### config.mk
export PLATFORM = sky130hd
export DESIGN_NAME = lcd_nibble_writer_with_decimal
export DESIGN_NICKNAME = d
export VERILOG_FILES = /design/src/hw/rtl/lcdnw_pkg.sv /design/src/hw/rtl/lcdnw_dabble_cell.sv /design/src/hw/rtl/lcdnw_emitter.sv /design/src/hw/rtl/lcd_nibble_writer_with_decimal.sv
export SDC_FILE = /design/constraint.sdc
export NUM_CORES = 1
export LEC_CHECK = 0
export ABC_CLOCK_PERIOD_IN_PS = 5000
export BUFFER_PORTS_ARGS = -buffer_cell sky130_fd_sc_hd__buf_2
export CAP_MARGIN = 20
export CELL_PAD_IN_SITES_DETAIL_PLACEMENT = 1
export CELL_PAD_IN_SITES_GLOBAL_PLACEMENT = 1
export CORE_MARGIN = 8
export CORE_UTILIZATION = 44
export CTS_CLUSTER_DIAMETER = 150
export DETAILED_ROUTE_END_ITERATION = 8
export PLACE_DENSITY_LB_ADDON = 0.25
export SYNTH_ARGS = -nofsm -noshare
export SYNTH_HDL_FRONTEND = slang
export SYNTH_SLANG_ARGS = --single-unit
### constraint.sdc
create_clock -name clk -period 5 [get_ports clk]
set_clock_uncertainty 0.15 [all_clocks]
set_input_delay 0.25 -clock clk [delete_from_list [all_inputs] [get_ports clk]]
set_output_delay 0.25 -clock clk [all_outputs]
set_load 0.01 [all_outputs]
### src/hw/rtl/lcdnw_pkg.sv
// shared types and constants of the lcd nibble writer
// used by the dabble cells, the nibble emitter and the top level
package lcdnw_pkg;

  localparam int unsigned BIN_W   = 14;   // width of the value field
  localparam int unsigned OP_W    = 2;
  localparam int unsigned DIGITS  = 4;
  localparam int unsigned BCD_W   = 4 * DIGITS;
  localparam int unsigned NCELLS  = BIN_W;  // one shift step per cell

  localparam logic [BIN_W-1:0] MAX_DEC = BIN_W'(9999);

  localparam logic [OP_W-1:0] OP_CMD  = 2'd0;
  localparam logic [OP_W-1:0] OP_DATA = 2'd1;
  localparam logic [OP_W-1:0] OP_DEC  = 2'd2;
  localparam logic [OP_W-1:0] OP_NONE = 2'd3;

  // high nibble of an ascii digit
  localparam logic [3:0] ASCII_DIGIT_HI = 4'h3;

  // word handed from cell to cell
  typedef struct packed {
    logic [OP_W-1:0]  op;
    logic [BIN_W-1:0] bin;
    logic [BCD_W-1:0] bcd;
  } word_t;

endpackage

### src/hw/rtl/lcdnw_dabble_cell.sv
// one cell of the binary to bcd chain: one add-3 and shift step
// depends on lcdnw_pkg
module lcdnw_dabble_cell (
  input  logic            clk,
  input  logic            rst,
  input  logic            in_valid,
  output logic            in_ready,
  input  lcdnw_pkg::word_t in_word,
  output logic            out_valid,
  input  logic            out_ready,
  output lcdnw_pkg::word_t out_word
);

  lcdnw_pkg::word_t step;
  logic [lcdnw_pkg::BCD_W-1:0] adj;
  logic valid;
  lcdnw_pkg::word_t word;

  always_comb begin
    for (int d = 0; d < lcdnw_pkg::DIGITS; d++) begin
      if (in_word.bcd[4*d +: 4] >= 4'd5) begin
        adj[4*d +: 4] = in_word.bcd[4*d +: 4] + 4'd3;
      end else begin
        adj[4*d +: 4] = in_word.bcd[4*d +: 4];
      end
    end
    step = in_word;
    // byte items ride along untouched
    if (in_word.op == lcdnw_pkg::OP_DEC) begin
      step.bcd = {adj[lcdnw_pkg::BCD_W-2:0], in_word.bin[lcdnw_pkg::BIN_W-1]};
      step.bin = {in_word.bin[lcdnw_pkg::BIN_W-2:0], 1'b0};
    end
  end

  assign in_ready  = !valid || out_ready;
  assign out_valid = valid;
  assign out_word  = word;

  always_ff @(posedge clk) begin
    if (rst) begin
      valid <= 1'b0;
    end else if (in_ready) begin
      valid <= in_valid;
    end
  end

  always_ff @(posedge clk) begin
    if (in_ready && in_valid) begin
      word <= step;
    end
  end

endmodule

### src/hw/rtl/lcdnw_emitter.sv
// nibble sequencer: splits bytes and suppressed-zero digits into nibbles
// depends on lcdnw_pkg
module lcdnw_emitter (
  input  logic             clk,
  input  logic             rst,
  input  logic             in_valid,
  output logic             in_ready,
  input  lcdnw_pkg::word_t in_word,
  output logic             m_tvalid,
  input  logic             m_tready,
  output logic [7:0]       m_tdata,
  output logic             m_tuser,
  output logic             m_tlast
);

  logic       busy;
  logic       dec;
  logic       rs;
  logic [7:0] byte_val;
  logic [lcdnw_pkg::BCD_W-1:0] digits;
  logic [1:0] pos;
  logic       half;
  logic [3:0] nib;

  logic       slot_free;
  logic       emit;
  logic       is_last;
  logic [3:0] cur_nib;
  logic [3:0] cur_digit;
  logic [1:0] start_pos;

  always_comb begin
    case (pos)
      2'd0:    cur_digit = digits[15:12];
      2'd1:    cur_digit = digits[11:8];
      2'd2:    cur_digit = digits[7:4];
      2'd3:    cur_digit = digits[3:0];
      default: cur_digit = digits[3:0];
    endcase
    if (dec) begin
      cur_nib = half ? cur_digit : lcdnw_pkg::ASCII_DIGIT_HI;
    end else begin
      cur_nib = half ? byte_val[3:0] : byte_val[7:4];
    end
    // first shown digit, units always shown
    if (in_word.bcd[15:12] != 4'd0) begin
      start_pos = 2'd0;
    end else if (in_word.bcd[11:8] != 4'd0) begin
      start_pos = 2'd1;
    end else if (in_word.bcd[7:4] != 4'd0) begin
      start_pos = 2'd2;
    end else begin
      start_pos = 2'd3;
    end
  end

  assign slot_free = !m_tvalid || m_tready;
  assign emit      = busy && slot_free;
  assign is_last   = half && (!dec || pos == 2'd3);
  assign in_ready  = !busy || (emit && is_last);

  assign m_tdata = {4'd0, nib};

  always_ff @(posedge clk) begin
    if (rst) begin
      busy     <= 1'b0;
      m_tvalid <= 1'b0;
    end else begin
      if (slot_free) begin
        m_tvalid <= busy;
      end
      if (in_valid && in_ready) begin
        busy <= 1'b1;
      end else if (emit && is_last) begin
        busy <= 1'b0;
      end
    end
  end

  always_ff @(posedge clk) begin
    if (emit) begin
      nib     <= cur_nib;
      m_tuser <= rs;
      m_tlast <= is_last;
    end
    if (in_valid && in_ready) begin
      dec      <= (in_word.op == lcdnw_pkg::OP_DEC);
      rs       <= (in_word.op != lcdnw_pkg::OP_CMD);
      byte_val <= in_word.bin[7:0];
      digits   <= in_word.bcd;
      pos      <= (in_word.op == lcdnw_pkg::OP_DEC) ? start_pos : 2'd3;
      half     <= 1'b0;
    end else if (emit) begin
      half <= ~half;
      if (half) begin
        pos <= pos + 2'd1;
      end
    end
  end

endmodule

### src/hw/rtl/lcd_nibble_writer_with_decimal.sv
// top level of the 4-bit lcd writer front end with decimal display
// depends on lcdnw_pkg, lcdnw_dabble_cell and lcdnw_emitter
//
//  channel  dir  payload                              handshake
//  s_*      in   tdata: opcode[1:0] value[15:2]       s_tvalid / s_tready
//  m_*      out  tdata: nibble[3:0], tuser: reg_sel   m_tvalid / m_tready, tlast
//
// a byte item gives 2 nibbles, a number item 2 to 8 nibbles, one per cycle
// while m_tready is high: the emitter sending one nibble a cycle sets the rate.
// every item passes a chain of 14 add-3/shift cells, which change only numbers;
// the chain keeps taking items while earlier ones are still in it.
// opcode 3 is taken whenever s_tready is high and gives nothing.
// rst is synchronous and empties the chain and the output register.
// a stall on m_tready backs up cell by cell to s_tready.
module lcd_nibble_writer_with_decimal (
  input  logic        clk,
  input  logic        rst,
  input  logic        s_tvalid,
  output logic        s_tready,
  input  logic [15:0] s_tdata,   // opcode[1:0], value[15:2]
  output logic        m_tvalid,
  input  logic        m_tready,
  output logic [7:0]  m_tdata,   // nibble[3:0], zeros[7:4]
  output logic        m_tuser,   // reg_select
  output logic        m_tlast
);

  localparam int unsigned N = lcdnw_pkg::NCELLS;

  logic [lcdnw_pkg::OP_W-1:0]  op_in;
  logic [lcdnw_pkg::BIN_W-1:0] val_in;

  logic             c_valid [N+1];
  logic             c_ready [N+1];
  lcdnw_pkg::word_t c_word  [N+1];

  assign op_in  = s_tdata[1:0];
  assign val_in = s_tdata[15:2];

  always_comb begin
    c_word[0].op  = op_in;
    c_word[0].bcd = '0;
    // saturate numbers, bytes keep all bits (emitter uses the low eight)
    if (op_in == lcdnw_pkg::OP_DEC && val_in > lcdnw_pkg::MAX_DEC) begin
      c_word[0].bin = lcdnw_pkg::MAX_DEC;
    end else begin
      c_word[0].bin = val_in;
    end
  end

  // unused opcode is swallowed at the door
  assign c_valid[0] = s_tvalid && (op_in != lcdnw_pkg::OP_NONE);
  assign s_tready   = c_ready[0];

  for (genvar i = 0; i < N; i++) begin : g_cell
    lcdnw_dabble_cell u_cell (
      .clk       (clk),
      .rst       (rst),
      .in_valid  (c_valid[i]),
      .in_ready  (c_ready[i]),
      .in_word   (c_word[i]),
      .out_valid (c_valid[i+1]),
      .out_ready (c_ready[i+1]),
      .out_word  (c_word[i+1])
    );
  end

  lcdnw_emitter u_emit (
    .clk      (clk),
    .rst      (rst),
    .in_valid (c_valid[N]),
    .in_ready (c_ready[N]),
    .in_word  (c_word[N]),
    .m_tvalid (m_tvalid),
    .m_tready (m_tready),
    .m_tdata  (m_tdata),
    .m_tuser  (m_tuser),
    .m_tlast  (m_tlast)
  );

endmodule
Word level (Yosys, flattened, before mapping)
Cells that the tools add are included.

Bits in registers: 493. Output and inout bits: 12.

Add/subtract/negate cells: 53. Magnitude comparators: 53. Eq/ne operators: 19. Multiplexer cells: 80. Bitwise gates (word level): 1. Reduce and logical (&&, ||, !) cells: 63.

Operators with widths (number): 30-bit 2-to-1 mux (13); 4-bit by 3-bit >= comparator with 1-bit output (second input constant) (52); 4-bit 2-to-1 mux (42); 4-bit by 2-bit adder with 4-bit output (second input constant) (39); 3-bit by 2-bit adder with 3-bit output (second input constant) (13); 3-bit 2-to-1 mux (13); 2-bit equality test (second input constant) (17); 24-bit 2-to-1 mux (1); 1-bit logical AND (20); 1-bit zero test (17); 1-bit logical OR (17); 4-bit case mux with 4 select lines (1); 14-bit greater-than comparator (second input constant) (1); 14-bit 2-to-1 mux (1); 2-bit 2-to-1 mux (6); 4-bit nonzero test (3); 2-bit nonzero test (4); 1-bit 2-to-1 mux (3); 2-bit by 1-bit adder with 2-bit output (second input constant) (1); 2-bit by 1-bit equality test with 1-bit output (second input constant) (1); 2-bit zero test (1); 2-bit != test (second input constant) (1); 2-bit AND reduction (1); 1-bit NOT (1).

Depth between registers and ports, before layout
Gate-level depths: netlist of run 1.

Depth in word-level cells: 20. Mapped depth: 7.

By module
Synthesis of run 1 repeated with hierarchy kept, for this count alone.

Cell total of the unflattened synthesis: 2588. Area, all modules: 27129.8 um^2.

By module, submodules not included: lcdnw_dabble_cell (times used 14, cells an instance 176, area an instance 1816.7 um^2, seq. area each 980.9 um^2); lcdnw_emitter (times used 1, cells an instance 101, area an instance 1526.5 um^2, seq. area each 1081.0 um^2); lcd_nibble_writer_with_decimal (times used 1, cells an instance 23, area an instance 168.9 um^2, seq. area each 0.0 um^2).

Worst setup path after synthesis of run 1
No wires, ideal clock.

Path kind: reg2reg. From: register u_emit.pos[0]. To: register g_cell[13].u_cell.word, in the netlist g_cell[13].u_cell.out_word[0] (enable). Data arrival time: 3.163 ns. Required time: 4.401 ns. Slack: 1.238 ns. Stages on the path, launching flop included: 7. Path buffers: 2. Period minus slack after synthesis: 3.762 ns. Path through: edfxtp_1 > ha_1 > nand2b_1 > a31oi_2 > buf_2 > buf_4 > a21boi_0.

Word-level cells in the longest chain between the ends: 7.

Ends and longest elaborated chain: start, declared (RTL line lcdnw_emitter.sv:21) `logic [1:0] pos;`; start signal, assigned (RTL line lcdnw_emitter.sv:91) `pos <= (in_word.op == lcdnw_pkg::OP_DEC) ? start_pos : 2'd3;`; start signal, assigned (RTL line lcdnw_emitter.sv:96) `pos <= pos + 2'd1;`; 2-bit equality test (RTL line lcdnw_emitter.sv:59) `assign is_last = half && (!dec || pos == 2'd3);`; 1-bit logical OR (RTL line lcdnw_emitter.sv:59); 1-bit logical AND (RTL line lcdnw_emitter.sv:59); 1-bit logical AND (RTL line lcdnw_emitter.sv:60) `assign in_ready = !busy || (emit && is_last);`; 1-bit logical OR (RTL line lcdnw_emitter.sv:60); 1-bit logical OR (RTL line lcdnw_dabble_cell.sv:35) `assign in_ready = !valid || out_ready;`; 1-bit logical AND (RTL line lcdnw_dabble_cell.sv:48) `if (in_ready && in_valid) begin`; end signal, assigned (RTL line lcdnw_dabble_cell.sv:49) `word <= step;`; end, declared (RTL line lcdnw_dabble_cell.sv:17) `lcdnw_pkg::word_t word;`.

Every way passes these cells. A chain may end at the register's enable or synchronous reset.

Worst setup path after layout of run 1
From: register u_emit.pos[0]. To: output port s_tready.

Word-level cells in the longest chain between the ends: 19.

Ends and longest elaborated chain: 2-bit equality test (RTL line lcdnw_emitter.sv:59); 1-bit logical OR (RTL line lcdnw_emitter.sv:59); 1-bit logical AND (RTL line lcdnw_emitter.sv:59); 1-bit logical AND (RTL line lcdnw_emitter.sv:60); 1-bit logical OR (RTL line lcdnw_emitter.sv:60); 1-bit logical OR (14 in a row) (RTL line lcdnw_dabble_cell.sv:35); end, declared (RTL line lcd_nibble_writer_with_decimal.sv:19) `output logic s_tready,`.

Every way passes these cells.

==> metrics.md, run 1 <==
| Metric | Value |
|---|---|
| Status | `finished clean` |
| Worst EP required | `4600 ps` |
| Setup ws final | `1800 ps` |
| PortBufs | `27` |
| # Max-Cap Violations | `0` |
| Remaining DRCs | `0` |
| Die Area | `47,100 um^2` |
| Die H | `217 um` |
| Ys Warns | `0` |
| Post-synth top area share | `0.617` |
| Number of global-route vias before repair | `11,689` |
| Setup Viol. Count Final | `0` |
| Largest net degree at the start of global routing | `40` |
| Largest cells by area after synthesis | `edfxtp_1 62%, nand2_1 7.8%, mux2_2 6.5%` |
| Core Footprint | `39,800 um^2` |
| Asr flop ratio synth | `0` |
| F_max | `0.312 GHz` |
| Critical path class | `reg -> out` |
| Cell Area, Synth | `17,800 um^2` |
| Initial core utilization | `0.446` |
| Post-Syn Instances | `1,491` |
| Global route total overflow | `0` |
| Cell accounting for the most synthesized area | `edfxtp_1` |
| Reg clk slew, reported paths | `60 ps` |
| Post-synth EDFFs | `365` |
| Initial detailed-routing violation count | `564` |
| Total track usage | `0.145` |
| Peak VDD IR | `0.244 mV` |
| RSZ-0062 raised after global routing | `false` |
| CTS tree | `yes` |
| Period utilization | `0.640` |
| CTS Root Cell | `clkbuf_16` |
| Area growth from synthesis to layout | `13.0%` |
| Pleak | `7.43 nW` |
| Tightest Pin Transition | `1060 ps` |
| Number of setup buffers added after CTS | `0` |
| Nets@finish | `1,629` |
| 1st-pass router iterations | `5` |
| Hold Fails Final Rpt | `0` |
| Clock Sinks | `382` |
| CP max FO | `13` |
| Total power | `6.63 mW` |
| Wire length per cell | `16.2 um` |
| WL final | `34.2 mm` |
| Clock Latency Late Sink | `550 ps` |
| Register area share after synthesis | `0.636` |
| Final Max Slew Viols | `0` |
| Routability cong. | `0.751` |
| H-tree depth | `2` |
| Final min period | `3200 ps` |
| HPWL Detailed | `23.6 mm` |
| Max Root-Sink Buffers | `3` |
| Fraction of layout cells with a size suffix above 1 | `0.141` |
| Setup crit end kind | `output pin` |
| Syn Area/Cell | `11.9 um^2` |
| Power Density | `330 nW/um^2` |
| Predominant post-synthesis flop cell | `edfxtp_1` |
| Hold Crit Class | `reg -> reg` |
| DIE WIDTH | `217 um` |
| Unique masters post-synth | `49` |
| Diodes inserted | `0` |
| Vias per cell | `5.15` |
| IO Pins | `32` |
| Setup TNS | `0 ps` |
| Max_slew headroom | `0.290` |
| First-pass GRT wire length | `57.0 mm` |
| Num CTS Buffers | `42` |
| Crit path arrival time | `2800 ps` |
| CP startpoint kind | `register` |
| # rows | `73` |
| Setup WS pre-CTS | `1860 ps` |
| Initial antenna violation count | `0` |
| Yosys reg bits | `382` |
| Antenna Violating Nets Remaining | `0` |
| DR vias | `10,849` |
critical path, stage by stage, from the launching register on:
cell and delay (ps):
edfxtp_1 440, ha_1 290, nand2b_1 200, a31oi_2 790, nand4_1 300, buf_2 230
cell families (layout without fill, tap and decap cells):
family / after synthesis / in the layout / synth area share
DFF: 382 / 382 / 0.636
xor gates and xnor gates: 44 / 44 / 0.0217
adders and majority gates: 58 / 58 / 0.0409
muxes: 104 / 104 / 0.0659
AOI/OAI and AO/OA: 235 / 235 / 0.0773
and+or+nand+nor: 533 / 533 / 0.128
buffers and inverters: 134 / 220 / 0.0301
other: 1 / 4 / 0.000211
per-layer routing:
layer | part of all wire | GRT usage | up-vias
li1 | - | - | 5360
met1 | 0.41 | 0.159 | 5340
met4 | 0.027 | 0.0516 | 0
met2 | 0.54 | 0.278 | 83
met3 | 0.023 | 0.0236 | 66
met5 | 0 | 0 | -
metrics by stage:
| stage | util | std cells | hold WS, ps | area, um^2 |
|---|---|---|---|---|
| after detailed placement | 0.464 | 2003 | 256 | 18500 |
| after floorplan | - | 1494 | 199 | 17800 |
| after CTS | 0.502 | 2100 | 270 | 20000 |
| after global placement | 0.464 | 2003 | 251 | 18500 |
| after global routing | 0.504 | 2105 | 272 | 20100 |
| final | 0.504 | 2105 | 268 | 20100 |
state kept, by name, summed over array words and instances, names as in the netlist:
register                 flops
g_cell.u_cell.out_word     331
g_cell.u_cell.out_valid     14
u_emit.busy                  1
u_emit.m_tuser               1
u_emit.m_tvalid              1
u_emit.pos                   2
u_emit.byte_val              8
u_emit.half                  1
u_emit.digits               16
u_emit.nib                   4
u_emit.dec                   1
u_emit.rs                    1
u_emit.m_tlast               1
cell usage in the layout, fill, tap and decap left out, types with 4 or more instances in the layout:
master,n
dfxtp_1,17
a21oi_1,44
inv_1,71
clkinv_1,9
xnor2_1,25
xor2_1,19
conb_1,4
clkbuf_1,10
ha_1,58
o21ai_0,122
nand2_1,367
nand3_1,18
mux2_2,103
a31oi_1,7
and2_1,22
dlygate4sd3_1,24
nor2b_1,16
a31oi_2,5
o31ai_1,27
nor2_1,54
nor3_1,5
o21a_1,4
clkinv_2,7
nand2b_1,38
clkbuf_16,44
edfxtp_1,365
buf_4,22
buf_2,27
a222oi_1,4
synthesized netlist by cell type (all sizes together) (3+ instances only):
cell and n:
nand2b 38, o211ai 3, nor2b 16, a22oi 3, xnor2 25, ha 58
a222oi 4, nand2 367, xor2 19, nor4 3, and2 22, a21oi 45
mux2 103, o21a 4, a31oi 12, buf 12, nand3 18, edfxtp 365
clkbuf 51, nor2 55, inv 71, o31ai 27, o21ai 122, dfxtp 17
nor3 5
layout make-up:
class	count	area, um^2
Tap cell	525	657
Sequential cell	382	11300
Clock inverter	20	145
Clock buffer	53	1110
Fill cell	4155	19800
Inverter	71	267
Multi-Input combinational cell	978	5970
Timing Repair Buffer	76	608
path summary, 6_finish.rpt:
check	start	cells past startpoint	to	slack, ps
setup / recovery	u_emit.pos[0]	5	s_tready	1800
hold / removal	g_cell[13].u_cell.out_word[21]	0	u_emit.byte_val[5]	270
setup reg to reg	u_emit.pos[0]	5	g_cell[4].u_cell.out_word[21]	1840
hold reg to reg	g_cell[13].u_cell.out_word[21]	0	u_emit.byte_val[5]	270
what timing repair did:
item,CTS,global route
gates resized for setup,0,0
endpoints found under the hold margin,30,0
hold buffers,24,0
report_power, final:
group          switching (mW)  internal [mW]
Clock                    1.22           1.67
Sequential             0.0339           3.53
Combinational          0.0906         0.0834
Total                    1.34           5.29
Note: power is estimated with default switching activity, not from simulation.
==> inputs of run 2 (changes only) <==
--- a/config.mk
+++ b/config.mk
@@ -5,7 +5,7 @@
 export SDC_FILE = /design/constraint.sdc
 export NUM_CORES = 1
 export LEC_CHECK = 0
-export ABC_CLOCK_PERIOD_IN_PS = 5000
+export ABC_CLOCK_PERIOD_IN_PS = 3100
 export BUFFER_PORTS_ARGS = -buffer_cell sky130_fd_sc_hd__buf_2
 export CAP_MARGIN = 20
 export CELL_PAD_IN_SITES_DETAIL_PLACEMENT = 1
==> constraint.sdc (replaced) <==
create_clock -name clk -period 3.1 [get_ports clk]
set_clock_uncertainty 0.15 [all_clocks]
set_input_delay 0.155 -clock clk [delete_from_list [all_inputs] [get_ports clk]]
set_output_delay 0.155 -clock clk [all_outputs]
set_load 0.01 [all_outputs]
==> metrics.md, run 2 (same netlist as run 1, synthesis figures left out) <==
| Metric | Value |
|---|---|
| Hold Crit Class | `in -> reg` |
| Die Area | `47,100 um^2` |
| Fraction of layout cells with a size suffix above 1 | `0.151` |
| Peak VDD IR | `0.385 mV` |
| Total power | `11.1 mW` |
| Initial antenna violation count | `2` |
| Number of flip-flops in the largest register | `331` |
| Cell mode on critical path | `buf_4` |
| RSZ-0062 raised after global routing | `false` |
| Tightest Pin Transition | `1050 ps` |
| Period utilization | `0.929` |
| WL final | `35.4 mm` |
| Fillers | `4,176` |
| CP max stage delay | `460 ps` |
| Die H | `217 um` |
| Worst Hold Depth | `5` |
| Wire length per cell | `16.8 um` |
| Initial core utilization | `0.446` |
| Clock Sinks | `382` |
| R2R setup slack | `270 ps` |
| Core Footprint | `39,800 um^2` |
| Setup crit end kind | `output pin` |
| F_max | `0.347 GHz` |
| IO Pins | `32` |
| # Max-Cap Violations | `0` |
| Critical path class | `reg -> out` |
| CP max FO | `15` |
| Vias per cell | `5.16` |
| Worst EP required | `2790 ps` |
| Post_cts resized | `0` |
| Hold path start | `s_tdata[11]` |
| # rows | `73` |
| Max Root-Sink Buffers | `3` |
| Initial detailed-routing violation count | `600` |
| H-tree depth | `2` |
| Sink of the worst hold path | `g_cell[0].u_cell.out_word[27]` |
| Multi-input gate area | `5970 um^2` |
| HPWL Detailed | `24.3 mm` |
| Crit-path cells | `ha_1 > nand2b_1 > a31oi_2 > buf_4 > buf_4 > nand4_1 > buf_2` |
| Total track usage | `0.150` |
| CTS Root Cell | `clkbuf_16` |
| Largest net degree at the start of global routing | `40` |
| Hold Fails Final Rpt | `0` |
| DR vias | `10,910` |
| Critical path buffers and inverters | `3` |
| CP top delay family | `buffers and inverters` |
| CP startpoint kind | `register` |
| Most common cell after layout, fill and taps aside | `nand2_1` |
| CTS tree | `yes` |
| Num CTS Buffers | `42` |
| First-pass GRT wire length | `58.6 mm` |
| Number of global-route vias before repair | `11,733` |
| Max_slew headroom | `0.299` |
| Final Max Slew Viols | `0` |
| PortBufs | `27` |
| Nets@finish | `1,635` |
| DIE WIDTH | `217 um` |
| Setup TNS | `0 ps` |
| Antenna Violating Nets Remaining | `0` |
| Reg area | `11,300 um^2` |
| 1st-pass router iterations | `4` |
| Setup Viol. Count Final | `0` |
| Final min period | `2880 ps` |
| Remaining DRCs | `0` |
| Reg-to-Reg Start | `u_emit.pos[0]` |
| Status | `finished clean` |
| Crit path arrival time | `2580 ps` |
| Commonest non-fill, non-tap cells in the layout | `367 x nand2_1, 365 x edfxtp_1, 122 x o21ai_0` |
| R2R Path End | `u_emit.pos[0]` |
| Reg clk slew, reported paths | `60 ps` |
| Pleak | `7.53 nW` |
| Clock Latency Late Sink | `550 ps` |
| Number of setup buffers added after CTS | `0` |
| Routability cong. | `0.767` |
| Cell count of the worst reg-to-reg path | `8` |
| Worst path slowest cell | `edfxtp_1` |
| Power Density | `547 nW/um^2` |
| Area growth from synthesis to layout | `14.0%` |
| Global route total overflow | `0` |
==> run 2: changes by cell type in the layout (fill, tap and decap cells not counted), sizes merged <==
cell | previous run | this run
clkinv | 16 | 14
clkinvlp | 1 | 3
dlygate4sd3 | 24 | 25
inv | 72 | 73
clkbuf | 54 | 52
bufinv | 2 | 5
diode | 0 | 1
buf | 51 | 56
==> run 2: worst max path at each step <==
stage / to / depth (start not counted) / slack (ps) / start
after floorplan: g_cell[13].u_cell.out_word[0] / 6 / 20 / u_emit.pos[0]
after global placement: g_cell[8].u_cell.out_word[10] / 6 / 440 / u_emit.pos[0]
after detailed placement: u_emit.pos[0] / 8 / 290 / u_emit.pos[0]
after CTS: s_tready / 7 / 180 / u_emit.pos[0]
after global routing: s_tready / 7 / 80 / u_emit.pos[0]
final: s_tready / 7 / 220 / u_emit.pos[0]
==> run 2: final cells by class <==
class | instances | area share
flip-flops and latches | 382 | 0.558
clock inverters | 24 | 0.0127
clock buffers | 51 | 0.0561
well taps | 525 | 0.0324
inverters | 71 | 0.0132
diodes | 1 | 0.000124
multi-input cells | 978 | 0.295
repair buffers | 82 | 0.0322
==> run 2: metrics by stage <==
stage,utilization,cell area (um^2),cells,setup WS [ps],hold WS [ps]
after floorplan,-,17800,1494,17.3,104
after global placement,0.465,18500,2009,442,224
after detailed placement,0.465,18500,2009,290,230
after CTS,0.507,20200,2109,185,181
after global routing,0.508,20200,2114,82.5,211
final,0.508,20200,2114,219,216
==> run 2: repair_timing <==
action / in CTS / in global routing
hold buffers: 25 / 0
endpoints found under the setup margin: 0 / 0
endpoints found under the hold margin: 33 / 0
==> run 2: metal layers <==
metal / track usage / share of wire
met1: 0.167 / 0.41
met2: 0.286 / 0.54
met3: 0.0287 / 0.030
met4: 0.0433 / 0.022
met5: 0 / 0
==> run 2: tightest hold or removal path, delay by kind of cell <==
| kind | cells | cell delay, ps |
|---|---|---|
| and+or+nand+nor | 3 | 380 |
| AOI/OAI and AO/OA | 1 | 150 |
| buffers and inverters | 1 | 110 |
==> run 2: power by group <==
group	leakage [nW]	total (mW)	internal, mW	switching, mW
clock	0.683	5.03	3.03	2.00
sequential	3.43	5.74	5.69	0.0489
combinational	3.41	0.302	0.141	0.161
total	7.53	11.1	8.86	2.21
==> inputs of run 3 (changes only) <==
--- a/config.mk
+++ b/config.mk
@@ -14,7 +14,9 @@
 export CORE_UTILIZATION = 44
 export CTS_CLUSTER_DIAMETER = 150
 export DETAILED_ROUTE_END_ITERATION = 8
+export GPL_ROUTABILITY_DRIVEN = 0
 export PLACE_DENSITY_LB_ADDON = 0.25
+export REMOVE_ABC_BUFFERS = 1
 export SYNTH_ARGS = -nofsm -noshare
 export SYNTH_HDL_FRONTEND = slang
 export SYNTH_SLANG_ARGS = --single-unit
==> metrics.md, run 3 (same netlist as run 1, synthesis figures left out) <==
| Metric | Value |
|---|---|
| Status | `finished clean` |
| Global route total overflow | `0` |
| Initial core utilization | `0.446` |
| Peak VDD IR | `0.344 mV` |
| Clock Power Share | `0.438` |
| Vias per cell | `5.16` |
| Clock Latency Late Sink | `560 ps` |
| Worst path slowest cell | `edfxtp_1` |
| Diodes inserted | `0` |
| Reg-to-Reg Start | `u_emit.pos[0]` |
| H-tree depth | `2` |
| Final min period | `2850 ps` |
| Hold_ws | `201 ps` |
| Setup Viol. Count Final | `0` |
| Commonest non-fill, non-tap cells in the layout | `367 x nand2_1, 365 x edfxtp_1, 122 x o21ai_0` |
| Hold Fails Final Rpt | `0` |
| Die Area | `47,100 um^2` |
| Remaining DRCs | `0` |
| Largest net degree at the start of global routing | `38` |
| DR vias | `10,908` |
| Hold path start | `s_tdata[1]` |
| Antenna Violating Nets Remaining | `0` |
| Total power | `10.8 mW` |
| F_max | `0.350 GHz` |
| # Max-Cap Violations | `0` |
| CP max FO | `21` |
| PortBufs | `27` |
| Comb power frac | `0.029` |
| IO Pins | `32` |
| Num CTS Buffers | `43` |
| Setup ws final | `245 ps` |
| Fillers | `4,137` |
| # rows | `73` |
| Number of flip-flops in the largest register | `331` |
| CP startpoint kind | `register` |
| Critical path buffers and inverters | `2` |
| Pleak | `7.50 nW` |
| Worst EP required | `2790 ps` |
| 1st-pass router iterations | `4` |
| Period utilization | `0.921` |
| Psw | `2.20 mW` |
| Max_slew headroom | `0.306` |
| Tightest Pin Transition | `1040 ps` |
| Initial antenna violation count | `0` |
| CTS Root Cell | `clkbuf_16` |
| Critical path class | `reg -> out` |
| Die H | `217 um` |
| Final Max Slew Viols | `0` |
| Most common cell after layout, fill and taps aside | `nand2_1` |
| Sink of the worst hold path | `g_cell[0].u_cell.out_word[31]` |
| Clock Sinks | `382` |
| R2R Path End | `g_cell[0].u_cell.out_valid` |
| Worst Hold Depth | `2` |
| Reg area | `11,300 um^2` |
| Area growth from synthesis to layout | `13.7%` |
| Multi-input gate area | `5970 um^2` |
| Post_cts resized | `0` |
| Pint | `8.57 mW` |
| Layout Cells excl Fill | `2,116` |
| RSZ-0062 raised after global routing | `false` |
| WL final | `36.5 mm` |
| CP top delay family | `simple AND/OR/NAND/NOR gates` |
| Cell count of the worst reg-to-reg path | `7` |
| HPWL Detailed | `25.8 mm` |
| Switching fraction of total power | `0.204` |
| Power Density | `534 nW/um^2` |
| Crit path arrival time | `2550 ps` |
| R2R setup slack | `330 ps` |
| Reg clk slew, reported paths | `60 ps` |
| Hold Crit Class | `in -> reg` |
| Crit-path cells | `ha_1 > nand2b_1 > a31oi_2 > buf_12 > nand4_1 > buf_2` |
| Reg power frac | `0.533` |
| First-pass GRT wire length | `59.3 mm` |
| Wire length per cell | `17.2 um` |
| Fraction of layout cells with a size suffix above 1 | `0.146` |
| Setup WS pre-CTS | `371 ps` |
| CTS tree | `yes` |
| CP max stage delay | `450 ps` |
| Number of global-route vias before repair | `11,788` |
| Core Footprint | `39,800 um^2` |
| Number of setup buffers added after CTS | `0` |
| Max Root-Sink Buffers | `3` |
| Initial detailed-routing violation count | `569` |
| DIE WIDTH | `217 um` |
| Total track usage | `0.155` |
| Inst Count DP | `2,007` |
| Nets@finish | `1,636` |
| Setup crit end kind | `output pin` |
run 3: per-layer routing:
metal	up-vias	global-route usage	wire, um
met1	5343	0.167	14600
met4	0	0.0485	945
met5	-	0	0
met2	125	0.301	20000
li1	5379	-	-
met3	61	0.0290	951
run 3: what timing repair did:
action,CTS,global route
endpoints found under the setup margin,0,0
hold buffers,27,0
hold endpoints to repair,33,0
run 3: how the worst max path moves through the flow:
| stage | startpoint | to | slack, ps | cells past startpoint |
|---|---|---|---|---|
| after CTS | u_emit.pos[0] | s_tready | 250 | 6 |
| after detailed placement | u_emit.pos[0] | g_cell[9].u_cell.out_word[7] | 370 | 6 |
| after floorplan | u_emit.pos[0] | g_cell[13].u_cell.out_word[0] | -590 | 4 |
| after global placement | u_emit.pos[0] | g_cell[9].u_cell.out_word[7] | 460 | 6 |
| final | u_emit.pos[0] | s_tready | 250 | 6 |
| after global routing | u_emit.pos[0] | s_tready | 180 | 6 |
run 3: area by class of cell:
cell class              count  area share
inverters                  71      0.0132
flip-flops and latches    382       0.560
clock inverters            22     0.00899
multi-input cells         978       0.296
well taps                 525      0.0325
clock buffers              56      0.0557
repair buffers             82      0.0340
run 3: stage by stage:
| step | instance area (um^2) | util | TNS (ps) |
|---|---|---|---|
| after floorplan | 17500 | - | -23660 |
| after global placement | 18500 | 0.465 | 0 |
| after detailed placement | 18500 | 0.466 | 0 |
| after CTS | 20100 | 0.505 | 0 |
| after global routing | 20200 | 0.507 | 0 |
| final | 20200 | 0.507 | 0 |
run 3: power groups by stage:
stage                     sequential [mW]  clock [mW]  combinational, mW
after floorplan                      5.83           0              0.173
after global placement               5.84           0              0.263
after detailed placement             5.85           0              0.276
after CTS                            5.74        4.84              0.311
after global routing                 5.75        5.00              0.341
final                                5.74        4.72              0.311
run 3: worst reg2reg max path: stages (launching register included):
cell and delay (ps):
edfxtp_1 450, ha_1 300, nand2b_1 220, a31oi_2 270, buf_12 200, nand4_1 300, a21oi_1 260, dlygate4sd3_1 580
